$ cat config.mk
export PLATFORM = sky130hd
export DESIGN_NAME = sha1_hash_engine_unit_flat
export DESIGN_NICKNAME = d
export VERILOG_FILES = /design/src/rtl/core/sha1_pkg.sv /design/src/rtl/core/sha1_byte_if.sv /design/src/rtl/core/sha1_digest_if.sv /design/src/rtl/core/sha1_hash_engine_unit.sv /design/src/rtl/core/sha1_ctrl.sv /design/src/rtl/core/sha1_datapath.sv /design/src/flat_wrapper.sv
export SDC_FILE = /design/constraint.sdc
export NUM_CORES = 2
export LEC_CHECK = 0
export BUFFER_PORTS_ARGS = -buffer_cell sky130_fd_sc_hd__buf_2
export CAP_MARGIN = 20
export CORE_MARGIN = 2
export CORE_UTILIZATION = 44
export DETAILED_ROUTE_END_ITERATION = 6
export PLACE_DENSITY = 0.67
export SLEW_MARGIN = 20
export SYNTH_ARGS = -nofsm -noshare
export SYNTH_HDL_FRONTEND = slang
export SYNTH_HIERARCHICAL = 1
export SYNTH_SLANG_ARGS = --single-unit
$ cat constraint.sdc
create_clock -name i_clk -period 5.23 [get_ports i_clk]
set_clock_uncertainty 0.15 [all_clocks]
set_input_delay 0.2615 -clock i_clk [delete_from_list [all_inputs] [get_ports i_clk]]
set_output_delay 0.2615 -clock i_clk [all_outputs]
set_load 0.01 [all_outputs]
$ cat src/rtl/core/sha1_pkg.sv
// ----------------------------------------------------------------------------
// sha1_pkg: shared types, constants and round functions
// Holds the command and status records between the SHA-1 controller and
// datapath, the initial chaining values and the per-round F and K selection.
// ----------------------------------------------------------------------------
package sha1_pkg;

    localparam int unsigned WordW      = 32;
    localparam int unsigned ChainN     = 5;
    localparam int unsigned BlockWords = 16;
    localparam int unsigned FillW      = 6;
    localparam int unsigned RoundW     = 7;
    localparam int unsigned IdxW       = 3;

    typedef logic [WordW-1:0]  t_word;
    typedef logic [7:0]        t_byte;
    typedef logic [RoundW-1:0] t_round;
    typedef logic [IdxW-1:0]   t_idx;
    typedef logic [FillW-1:0]  t_fill;

    localparam t_round LastRound = t_round'(79);
    localparam t_idx   LastWord  = t_idx'(4);
    localparam t_fill  LenFill   = t_fill'(56);
    localparam t_fill  FullFill  = t_fill'(63);
    localparam t_byte  PadMark   = 8'h80;

    localparam t_word ChainInit [ChainN] = '{
        32'h67452301, 32'hEFCDAB89, 32'h98BADCFE, 32'h10325476, 32'hC3D2E1F0
    };

    typedef enum logic [1:0] {
        SRC_INPUT,
        SRC_MARK,
        SRC_ZERO
    } t_byte_src;

    typedef struct packed {
        logic      put_byte;
        t_byte_src byte_src;
        logic      count_byte;
        logic      load_len;
        logic      start;
        logic      round_en;
        t_round    round_idx;
        logic      update;
        logic      reinit;
        t_idx      out_idx;
    } t_dp_cmd;

    typedef struct packed {
        logic fill_full;
        logic fill_at_len;
    } t_dp_status;

    function automatic t_word sha1_f(input t_round r, input t_word b,
                                     input t_word c, input t_word d);
        t_word f;
        if (r < t_round'(20)) begin
            f = (b & c) | (~b & d);
        end else if (r < t_round'(40)) begin
            f = b ^ c ^ d;
        end else if (r < t_round'(60)) begin
            f = (b & c) | (b & d) | (c & d);
        end else begin
            f = b ^ c ^ d;
        end
        return f;
    endfunction

    function automatic t_word sha1_k(input t_round r);
        t_word k;
        if (r < t_round'(20)) begin
            k = 32'h5A827999;
        end else if (r < t_round'(40)) begin
            k = 32'h6ED9EBA1;
        end else if (r < t_round'(60)) begin
            k = 32'h8F1BBCDC;
        end else begin
            k = 32'hCA62C1D6;
        end
        return k;
    endfunction

endpackage

$ cat src/rtl/core/sha1_byte_if.sv
// ----------------------------------------------------------------------------
// sha1_byte_if: message byte channel
// Carries one optional message byte and an end-of-message flag per transfer.
// ----------------------------------------------------------------------------
interface sha1_byte_if;
    import sha1_pkg::*;

    logic  valid;
    logic  ready;
    t_byte data_byte;
    logic  has_byte;
    logic  last;

    modport source (output valid, data_byte, has_byte, last, input ready);
    modport sink   (input valid, data_byte, has_byte, last, output ready);
endinterface

$ cat src/rtl/core/sha1_digest_if.sv
// ----------------------------------------------------------------------------
// sha1_digest_if: digest word channel
// Carries one 32-bit digest word, its index and a final-word flag.
// ----------------------------------------------------------------------------
interface sha1_digest_if;
    import sha1_pkg::*;

    logic  valid;
    logic  ready;
    t_word digest_word;
    t_idx  word_index;
    logic  last_word;

    modport source (output valid, digest_word, word_index, last_word, input ready);
    modport sink   (input valid, digest_word, word_index, last_word, output ready);
endinterface

$ cat src/rtl/core/sha1_hash_engine_unit.sv
// ----------------------------------------------------------------------------
// sha1_hash_engine_unit: streaming SHA-1 hasher, top level
// A byte that fills the block starts a compression: 80 rounds at one round
// per cycle in the round unit, then one chain add. Bytes are not taken while
// a block is being compressed. End of message: the padding mark and zero
// bytes, one or two compressions, then five digest word transfers. Reset is
// synchronous and active low; it restores the chaining words, clears fill
// and length and holds ready low.
// ----------------------------------------------------------------------------
module sha1_hash_engine_unit (
    input  logic          i_clk,
    input  logic          i_rst_n,
    sha1_byte_if.sink     i_in,
    sha1_digest_if.source o_out
);
    import sha1_pkg::*;

    // The controller sequences everything; the datapath only sees commands.
    // Input is taken only while no block is being compressed, and a finished
    // digest is walked out one word per output transfer before the engine
    // returns to taking bytes for the next message.
    t_dp_cmd    cmd;
    t_dp_status status;

    sha1_ctrl u_ctrl (
        .i_clk        (i_clk),
        .i_rst_n      (i_rst_n),
        .i_in_valid   (i_in.valid),
        .i_has_byte   (i_in.has_byte),
        .i_last       (i_in.last),
        .i_out_ready  (o_out.ready),
        .i_status     (status),
        .o_cmd        (cmd),
        .o_in_ready   (i_in.ready),
        .o_out_valid  (o_out.valid),
        .o_word_index (o_out.word_index),
        .o_last_word  (o_out.last_word)
    );

    // The datapath holds the block window, the working variables and the
    // chaining words; the digest word shown is selected by the word index.
    sha1_datapath u_dp (
        .i_clk         (i_clk),
        .i_rst_n       (i_rst_n),
        .i_cmd         (cmd),
        .i_data_byte   (i_in.data_byte),
        .o_status      (status),
        .o_digest_word (o_out.digest_word)
    );

    // Input and output sides are never open in the same cycle.
    a_no_overlap: assert property (@(posedge i_clk) disable iff (!i_rst_n)
        !(i_in.ready && o_out.valid))
        else $error("input ready while a digest word is offered");

    // The final word flag marks exactly the fifth word.
    a_last_index: assert property (@(posedge i_clk) disable iff (!i_rst_n)
        o_out.valid |-> (o_out.last_word == (o_out.word_index == LastWord)))
        else $error("last word flag does not match word index");

    // After the final word transfer the engine is ready for the next message.
    a_ready_after_digest: assert property (@(posedge i_clk) disable iff (!i_rst_n)
        (o_out.valid && o_out.ready && o_out.last_word) |=> i_in.ready)
        else $error("engine not ready after the digest transfer");

    // A transfer of a non-final word advances the index by one.
    a_index_step: assert property (@(posedge i_clk) disable iff (!i_rst_n)
        (o_out.valid && o_out.ready && !o_out.last_word)
            |=> (o_out.valid && o_out.word_index == $past(o_out.word_index) + 3'd1))
        else $error("digest word index did not advance");
endmodule

$ cat src/rtl/core/sha1_ctrl.sv
// ----------------------------------------------------------------------------
// sha1_ctrl: SHA-1 sequencer
// Accepts bytes, steps the padding sequence, counts the 80 rounds of each
// compression and walks the five digest words out.
// ----------------------------------------------------------------------------
module sha1_ctrl (
    input  logic                 i_clk,
    input  logic                 i_rst_n,
    input  logic                 i_in_valid,
    input  logic                 i_has_byte,
    input  logic                 i_last,
    input  logic                 i_out_ready,
    input  sha1_pkg::t_dp_status i_status,
    output sha1_pkg::t_dp_cmd    o_cmd,
    output logic                 o_in_ready,
    output logic                 o_out_valid,
    output sha1_pkg::t_idx       o_word_index,
    output logic                 o_last_word
);
    import sha1_pkg::*;

    typedef enum logic [2:0] {
        S_IDLE,
        S_ROUND,
        S_UPDATE,
        S_PAD_MARK,
        S_PAD_ZERO,
        S_EMIT
    } t_state;

    t_state r_state, n_state;
    t_state r_ret, n_ret;
    logic   r_final, n_final;
    t_round r_round, n_round;
    t_idx   r_idx, n_idx;
    logic   r_in_ready, r_out_valid;

    always_comb begin
        n_state = r_state;
        n_ret   = r_ret;
        n_final = r_final;
        n_round = r_round;
        n_idx   = r_idx;
        o_cmd   = '0;
        o_cmd.byte_src  = SRC_INPUT;
        o_cmd.round_idx = r_round;
        o_cmd.out_idx   = r_idx;

        unique case (r_state)
            S_IDLE: begin
                if (i_in_valid && r_in_ready) begin
                    if (i_has_byte) begin
                        o_cmd.put_byte   = 1'b1;
                        o_cmd.count_byte = 1'b1;
                    end
                    if (i_has_byte && i_status.fill_full) begin
                        o_cmd.start = 1'b1;
                        n_state = S_ROUND;
                        n_round = '0;
                        n_final = 1'b0;
                        n_ret   = i_last ? S_PAD_MARK : S_IDLE;
                    end else if (i_last) begin
                        n_state = S_PAD_MARK;
                    end
                end
            end
            S_PAD_MARK: begin
                o_cmd.put_byte = 1'b1;
                o_cmd.byte_src = SRC_MARK;
                if (i_status.fill_full) begin
                    o_cmd.start = 1'b1;
                    n_state = S_ROUND;
                    n_round = '0;
                    n_final = 1'b0;
                    n_ret   = S_PAD_ZERO;
                end else begin
                    n_state = S_PAD_ZERO;
                end
            end
            S_PAD_ZERO: begin
                if (i_status.fill_at_len) begin
                    o_cmd.load_len = 1'b1;
                    o_cmd.start    = 1'b1;
                    n_state = S_ROUND;
                    n_round = '0;
                    n_final = 1'b1;
                end else begin
                    o_cmd.put_byte = 1'b1;
                    o_cmd.byte_src = SRC_ZERO;
                    if (i_status.fill_full) begin
                        o_cmd.start = 1'b1;
                        n_state = S_ROUND;
                        n_round = '0;
                        n_final = 1'b0;
                        n_ret   = S_PAD_ZERO;
                    end
                end
            end
            S_ROUND: begin
                o_cmd.round_en = 1'b1;
                if (r_round == LastRound) begin
                    n_state = S_UPDATE;
                end else begin
                    n_round = r_round + t_round'(1);
                end
            end
            S_UPDATE: begin
                o_cmd.update = 1'b1;
                n_idx   = '0;
                n_state = r_final ? S_EMIT : r_ret;
            end
            S_EMIT: begin
                if (i_out_ready) begin
                    if (r_idx == LastWord) begin
                        o_cmd.reinit = 1'b1;
                        n_state = S_IDLE;
                    end else begin
                        n_idx = r_idx + t_idx'(1);
                    end
                end
            end
            default: begin
                n_state = S_IDLE;
            end
        endcase
    end

    always_ff @(posedge i_clk) begin
        if (!i_rst_n) begin
            r_state     <= S_IDLE;
            r_ret       <= S_IDLE;
            r_final     <= 1'b0;
            r_round     <= '0;
            r_idx       <= '0;
            r_in_ready  <= 1'b0;
            r_out_valid <= 1'b0;
        end else begin
            r_state     <= n_state;
            r_ret       <= n_ret;
            r_final     <= n_final;
            r_round     <= n_round;
            r_idx       <= n_idx;
            r_in_ready  <= (n_state == S_IDLE);
            r_out_valid <= (n_state == S_EMIT);
        end
    end

    assign o_in_ready   = r_in_ready;
    assign o_out_valid  = r_out_valid;
    assign o_word_index = r_idx;
    assign o_last_word  = (r_idx == LastWord);
endmodule

$ cat src/rtl/core/sha1_datapath.sv
// ----------------------------------------------------------------------------
// sha1_datapath: SHA-1 block buffer, schedule and round unit
// Holds the block as a 16-word window that also shifts out the message
// schedule, the working variables, the chaining words and the length count.
// ----------------------------------------------------------------------------
module sha1_datapath (
    input  logic                 i_clk,
    input  logic                 i_rst_n,
    input  sha1_pkg::t_dp_cmd    i_cmd,
    input  sha1_pkg::t_byte      i_data_byte,
    output sha1_pkg::t_dp_status o_status,
    output sha1_pkg::t_word      o_digest_word
);
    import sha1_pkg::*;

    t_word       r_h [ChainN];
    t_word       r_w [BlockWords];
    t_word       r_a, r_b, r_c, r_d, r_e;
    t_fill       r_fill;
    logic [63:0] r_bits;

    t_byte      put_val;
    logic [1:0] lane;
    t_word      sched_mix;
    t_word      w_next;
    t_word      round_sum;

    always_comb begin
        unique case (i_cmd.byte_src)
            SRC_INPUT: put_val = i_data_byte;
            SRC_MARK:  put_val = PadMark;
            SRC_ZERO:  put_val = '0;
            default:   put_val = '0;
        endcase
    end

    // Bytes go in big-endian: the first byte of a word lands in its top lane.
    assign lane      = ~r_fill[1:0];
    assign sched_mix = r_w[13] ^ r_w[8] ^ r_w[2] ^ r_w[0];
    assign w_next    = {sched_mix[30:0], sched_mix[31]};
    assign round_sum = {r_a[26:0], r_a[31:27]} + sha1_f(i_cmd.round_idx, r_b, r_c, r_d)
                     + r_e + sha1_k(i_cmd.round_idx) + r_w[0];

    always_ff @(posedge i_clk) begin
        if (i_cmd.round_en) begin
            for (int i = 0; i < BlockWords - 1; i++) begin
                r_w[i] <= r_w[i+1];
            end
            r_w[BlockWords-1] <= w_next;
        end else if (i_cmd.load_len) begin
            r_w[BlockWords-2] <= r_bits[63:32];
            r_w[BlockWords-1] <= r_bits[31:0];
        end else if (i_cmd.put_byte) begin
            r_w[r_fill[5:2]][{lane, 3'b000} +: 8] <= put_val;
        end
    end

    always_ff @(posedge i_clk) begin
        if (i_cmd.start) begin
            r_a <= r_h[0];
            r_b <= r_h[1];
            r_c <= r_h[2];
            r_d <= r_h[3];
            r_e <= r_h[4];
        end else if (i_cmd.round_en) begin
            r_a <= round_sum;
            r_b <= r_a;
            r_c <= {r_b[1:0], r_b[31:2]};
            r_d <= r_c;
            r_e <= r_d;
        end
    end

    always_ff @(posedge i_clk) begin
        if (!i_rst_n || i_cmd.reinit) begin
            for (int i = 0; i < ChainN; i++) begin
                r_h[i] <= ChainInit[i];
            end
            r_fill <= '0;
            r_bits <= '0;
        end else begin
            if (i_cmd.update) begin
                r_h[0] <= r_h[0] + r_a;
                r_h[1] <= r_h[1] + r_b;
                r_h[2] <= r_h[2] + r_c;
                r_h[3] <= r_h[3] + r_d;
                r_h[4] <= r_h[4] + r_e;
            end
            if (i_cmd.put_byte) begin
                r_fill <= r_fill + t_fill'(1);
            end
            if (i_cmd.count_byte) begin
                r_bits <= r_bits + 64'd8;
            end
        end
    end

    always_comb begin
        unique case (i_cmd.out_idx)
            3'd0:    o_digest_word = r_h[0];
            3'd1:    o_digest_word = r_h[1];
            3'd2:    o_digest_word = r_h[2];
            3'd3:    o_digest_word = r_h[3];
            3'd4:    o_digest_word = r_h[4];
            default: o_digest_word = '0;
        endcase
    end

    assign o_status.fill_full   = (r_fill == FullFill);
    assign o_status.fill_at_len = (r_fill == LenFill);
endmodule
$ cat src/flat_wrapper.sv
// flat-port wrapper written by rule: the top's interface ports become plain ports
module sha1_hash_engine_unit_flat import sha1_pkg::*;
  (i_clk, i_rst_n, i_in_valid, i_in_data_byte, i_in_has_byte, i_in_last, i_in_ready, o_out_valid, o_out_digest_word, o_out_word_index, o_out_last_word, o_out_ready);
  sha1_byte_if i_in_i ();
  sha1_digest_if o_out_i ();
  input  logic i_clk;
  input  logic i_rst_n;
  input wire logic [$bits(i_in_i.valid)-1:0] i_in_valid;
  input wire logic [$bits(i_in_i.data_byte)-1:0] i_in_data_byte;
  input wire logic [$bits(i_in_i.has_byte)-1:0] i_in_has_byte;
  input wire logic [$bits(i_in_i.last)-1:0] i_in_last;
  output wire logic [$bits(i_in_i.ready)-1:0] i_in_ready;
  output wire logic [$bits(o_out_i.valid)-1:0] o_out_valid;
  output wire logic [$bits(o_out_i.digest_word)-1:0] o_out_digest_word;
  output wire logic [$bits(o_out_i.word_index)-1:0] o_out_word_index;
  output wire logic [$bits(o_out_i.last_word)-1:0] o_out_last_word;
  input wire logic [$bits(o_out_i.ready)-1:0] o_out_ready;
  assign i_in_i.valid = i_in_valid;
  assign i_in_i.data_byte = i_in_data_byte;
  assign i_in_i.has_byte = i_in_has_byte;
  assign i_in_i.last = i_in_last;
  assign i_in_ready = i_in_i.ready;
  assign o_out_valid = o_out_i.valid;
  assign o_out_digest_word = o_out_i.digest_word;
  assign o_out_word_index = o_out_i.word_index;
  assign o_out_last_word = o_out_i.last_word;
  assign o_out_i.ready = o_out_ready;
  sha1_hash_engine_unit u_core (.i_clk(i_clk), .i_rst_n(i_rst_n), .i_in(i_in_i), .o_out(o_out_i));
endmodule
==> summary.txt <==
Setup path
  • Maximum single-stage delay on the critical path: 490 ps
  • Startpoint of the worst setup timing path: u_core/u_ctrl/r_round[3]
  • Cell count of the worst reg-to-reg path: 22
  • FF-to-FF setup slack: -280 ps
  • Worst path arrival time: 5790 ps
  • Critical register-to-register path startpoint: u_core/u_ctrl/r_round[3]
  • Req. time, crit path: 5510 ps
  • Dominant cell type by count on the critical path: fa_1
  • Kind of end point of the critical path: flip-flop
  • Max Fanout on Critical Path: 5
  • CP max stage cell: fa_1
  • Capturing point of the worst reg2reg path: u_core/u_dp/r_a[23]
  • Critical path launch point type: flip-flop
  • Instance count on the critical path: 22
  • Worst setup path class: reg -> reg
  • Largest delay contributor family on the critical path: compound AO/OA/AOI/OAI gates
  • Capture point of the critical path: u_core/u_dp/r_a[23]
  • Buffers plus inverters on the worst setup path: 4
  • Critical Path, Cell by Cell: a41oi_4 > nand2_4 > nand2_4 > inv_8 > buf_6 > a221oi_4 > fa_1 > fa_1 > fa_1 > inv_1 > ha_2 > inv_2 > fa_2 > nor2b_4 > o31a_1 > o31ai_4 > a21oi_2 > a21oi_2 > o21ai_2 > o41ai_2 > xnor2_1 > mux2_2

Run status
  • Result of the run: finished, violations left
  • Violations in the final reports: negative setup slack

STA
  • Setup-violating endpoint count in the final report: 15
  • Setup Total Neg Slack: -1640 ps
  • Hold Fails Final Rpt: 0
  • Worst-case setup margin in the final layout: -281 ps
  • Maximum clock frequency: 181 MHz
  • Final Max Tran Viols: 0
  • Post-route fraction of the period consumed by the critical path: 105%
  • Max_slew headroom: 20.6%
  • Setup repair after global routing missed its margin: yes
  • Final hold slack: 111 ps
  • Worst Tran Pin Value: 1180 ps
  • Min Clock Period, post-route: 5510 ps

Pwr
  • Clock network fraction of total power: 35.1%
  • Power dissipated by switching net loads: 5.91 mW
  • Fraction of power consumed by sequential logic: 41.8%
  • LEAKAGE: 23.5 nW
  • Cell-internal power: 14.7 mW
  • Total power: 20.6 mW
  • Logic gate share of total power: 23.1%
  • Net switching share of the total power: 28.6%
  • Highest ir drop seen on vdd: 0.299 mV
  • Power per cell area: 337 nW/um^2

Yosys
  • Post-synthesis area per instance: 10.5 um^2
  • Multiplexer share of the synthesized area: 4.29%
  • Synth Area in XOR/XNOR: 4.80%
  • Distinct cell type count after synthesis: 99
  • Synth warnings: 6
  • Main combinational cell family by area after synthesis: compound AO/OA/AOI/OAI gates
  • Complex-gate fraction of the synthesized area: 14.7%
  • Post-synthesis share of cell area spent on and, or, nand and nor gates: 13.4%
  • Dominant register cell in the synthesized netlist: edfxtp_1
  • Post-Syn Nets: 5454
  • Asr flop ratio synth: 0%
  • Number of synthesized flops with an enable pin: 832
  • Number of flip-flops and latches in the synthesized netlist: 917
  • Syn Inst Count: 5113
  • Cell area after synthesis: 53400 um^2
  • Fraction of the yosys area taken by sequential cells: 49.9%
  • Share of synthesized cell area in full adder, half adder and majority cells: 9.41%

Final layout
  • Core utilization of the finished layout: 51.0%
  • Nets: 5681
  • Fraction of layout instances using a drive strength above 1: 15.5%
  • Cell area after layout: 61300 um^2
  • Area growth, synth to finish: 14.7%

Placed design
  • Placed Area: 57200 um^2
  • Port bufs: 51
  • Placer Congestion: 0.997
  • HPWL reported at the end of detailed placement: 115000 um

Routing
  • Average wire per cell in the routed design: 22.7 um
  • Vias: 41000
  • Drt initial violations: 4788
  • Vias per cell: 5.82
  • Routed WL: 160000 um
  • DRC violation count after routing: 0
  • Router iterations before antenna repair: 6
  • Antenna-violating nets left: 0

Global routing
  • Number of antenna violations at the first check in global routing: 4
  • First-pass GRT wire length: 240000 um
  • GRT Total Usage: 25.0%
  • Maximum number of pins on one net before global-route repair: 94
  • Vias in the first global route: 39100
  • Total gr overflow: 0

Clock network
  • Number of buffers between clock root and the deepest sink: 3
  • Clock slew seen by the registers of the worst setup and hold paths: 60 ps
  • Clk Tree Root Cell: clkbuf_16
  • Clock latency at the later pin of the worst-skew pair: 720 ps
  • H-tree depth: 3
  • TritonCTS clock tree: done
  • Total clock buffers created by CTS: 102
  • Clk sink count: 917

Die
  • Standard-cell rows: 127
  • Number of top-level pins: 52
  • DIE AREA: 124000 um^2
  • Die height: 353 um
  • CORE AREA: 120000 um^2
  • Initial Utilization: 44.4%
  • Die Wd: 353 um

Run
  • Count of max-cap constraint violations: 0

Hold path
  • Min-delay worst type: in -> reg
[metrics by stage]
stage	std cells	worst slack, ps
after detailed placement	6825	-625
after floorplan	5113	4.93
after CTS	7023	-223
final	7031	-281
after global routing	7027	-418
after global placement	6825	-493
[cells in the final DEF, fill, tap and decap left out, types with 40 or more instances in the layout]
master / synthesis / routed
xnor2_1: 183 / 180
nand2_1: 807 / 801
buf_4: 4 / 286
nor3_1: 60 / 52
mux2_2: 166 / 166
and3_1: 51 / 51
a22oi_1: 64 / 64
dfxtp_1: 85 / 77
nor2_1: 301 / 293
edfxtp_1: 832 / 832
nand3_1: 95 / 95
a21oi_1: 159 / 151
o21ai_0: 637 / 618
fa_1: 125 / 123
ha_1: 202 / 195
o21a_1: 44 / 44
clkbuf_16: 0 / 103
mux2i_1: 40 / 40
inv_1: 252 / 244
a21o_1: 85 / 84
buf_2: 8 / 51
xor2_1: 110 / 110
nand2b_1: 96 / 91
[kinds of logic after synthesis]
kind of cell	after synthesis
AO/OA/AOI/OAI	1278
XOR/XNOR	293
adder cells (fa/ha/maj)	327
buffers and inverters	496
flip-flops	917
multiplexers	207
AND/OR/NAND/NOR	1595
[what timing repair did]
item / 4_1_cts / 5_1_grt
pin swaps: 38 / 55
resized for setup: 87 / 57
endpoints found under the setup margin: 23 / 23
setup buffers: 17 / 8
hold endpoints to repair: 19 / 0
hold buffers: 4 / 0
[final cells by class]
type / count / area [um^2]
diodes: 6 / 15.0
multi-input cells: 3700 / 25500
repair buffers: 363 / 2770
well taps: 1612 / 2020
fillers: 10700 / 59000
inverters: 256 / 978
clock inverters: 53 / 628
flip-flops and latches: 917 / 26700
clock buffers: 124 / 2680
[registers in the layout (all words and copies together), names as in the netlist]
name                        flops
u_core/u_ctrl/o_out_valid       1
u_core/u_dp/r_d                32
u_core/u_dp/r_h               160
u_core/u_dp/r_fill              6
u_core/u_dp/r_e                32
u_core/u_dp/r_bits             61
u_core/u_dp/r_c                32
u_core/u_ctrl/o_in_ready        1
u_core/u_ctrl/o_word_index      3
u_core/u_dp/r_w               512
u_core/u_dp/r_b                32
u_core/u_dp/r_a                32
u_core/u_ctrl/r_final           1
u_core/u_ctrl/r_round           7
u_core/u_ctrl/r_ret             2
u_core/u_ctrl/r_state           3
[cell usage after synthesis, types with 95 or more instances]
cell type / count / area, um^2
nor2_1: 301 / 1130
nand2b_1: 96 / 601
fa_1: 125 / 2500
mux2_2: 166 / 1870
xnor2_1: 183 / 1600
a21oi_1: 159 / 796
clkbuf_1: 216 / 811
inv_1: 252 / 946
nand2_1: 807 / 3030
xor2_1: 110 / 963
o21ai_0: 637 / 3190
edfxtp_1: 832 / 25000
nand3_1: 95 / 475
ha_1: 202 / 2530
[layer usage]
metal / track usage (%) / routed length, um / up-vias
met5: 0 / 16 / -
met4: 9.94 / 6890 / 2
met3: 3.55 / 12500 / 326
met2: 38.9 / 71600 / 1738
met1: 35.3 / 68900 / 20000
li1: - / - / 18900
[worst min path at each step]
stage / slack, ps / to / from / cells after the start
CTS: 50 / u_core/u_ctrl/o_in_ready / i_in_has_byte / 5
finish: 110 / u_core/u_ctrl/o_in_ready / i_in_has_byte / 5
detailed placement: 350 / u_core/u_ctrl/r_ret[2] / u_core/u_ctrl/r_ret[2] / 2
floorplan: 230 / u_core/u_ctrl/r_state[0] / i_rst_n / 1
global route: 120 / u_core/u_dp/r_w[6][27] / i_in_data_byte[3] / 3
global placement: 330 / u_core/u_dp/r_bits[29] / u_core/u_dp/r_bits[29] / 2
[power groups by stage]
stage	logic (mW)	registers (mW)	clock network [mW]
2_1_floorplan	2.72	8.69	0
3_3_place_gp	4.01	8.77	0
3_5_place_dp	4.08	8.77	0
4_1_cts	4.45	8.62	7.35
5_1_grt	5.21	8.65	7.62
6_report	4.76	8.63	7.24
[worst register-to-register path, delay by kind of cell, from the launching register on]
kind                     cells  cell delay (ps)
AO/OA/AOI/OAI                8             1910
adder cells (fa/ha/maj)      5             1840
flip-flops                   1              360
buffers and inverters        4              290
AND/OR/NAND/NOR              3              280
multiplexers                 1              270
XOR/XNOR                     1              130
Note: power is estimated with default switching activity, not from simulation.
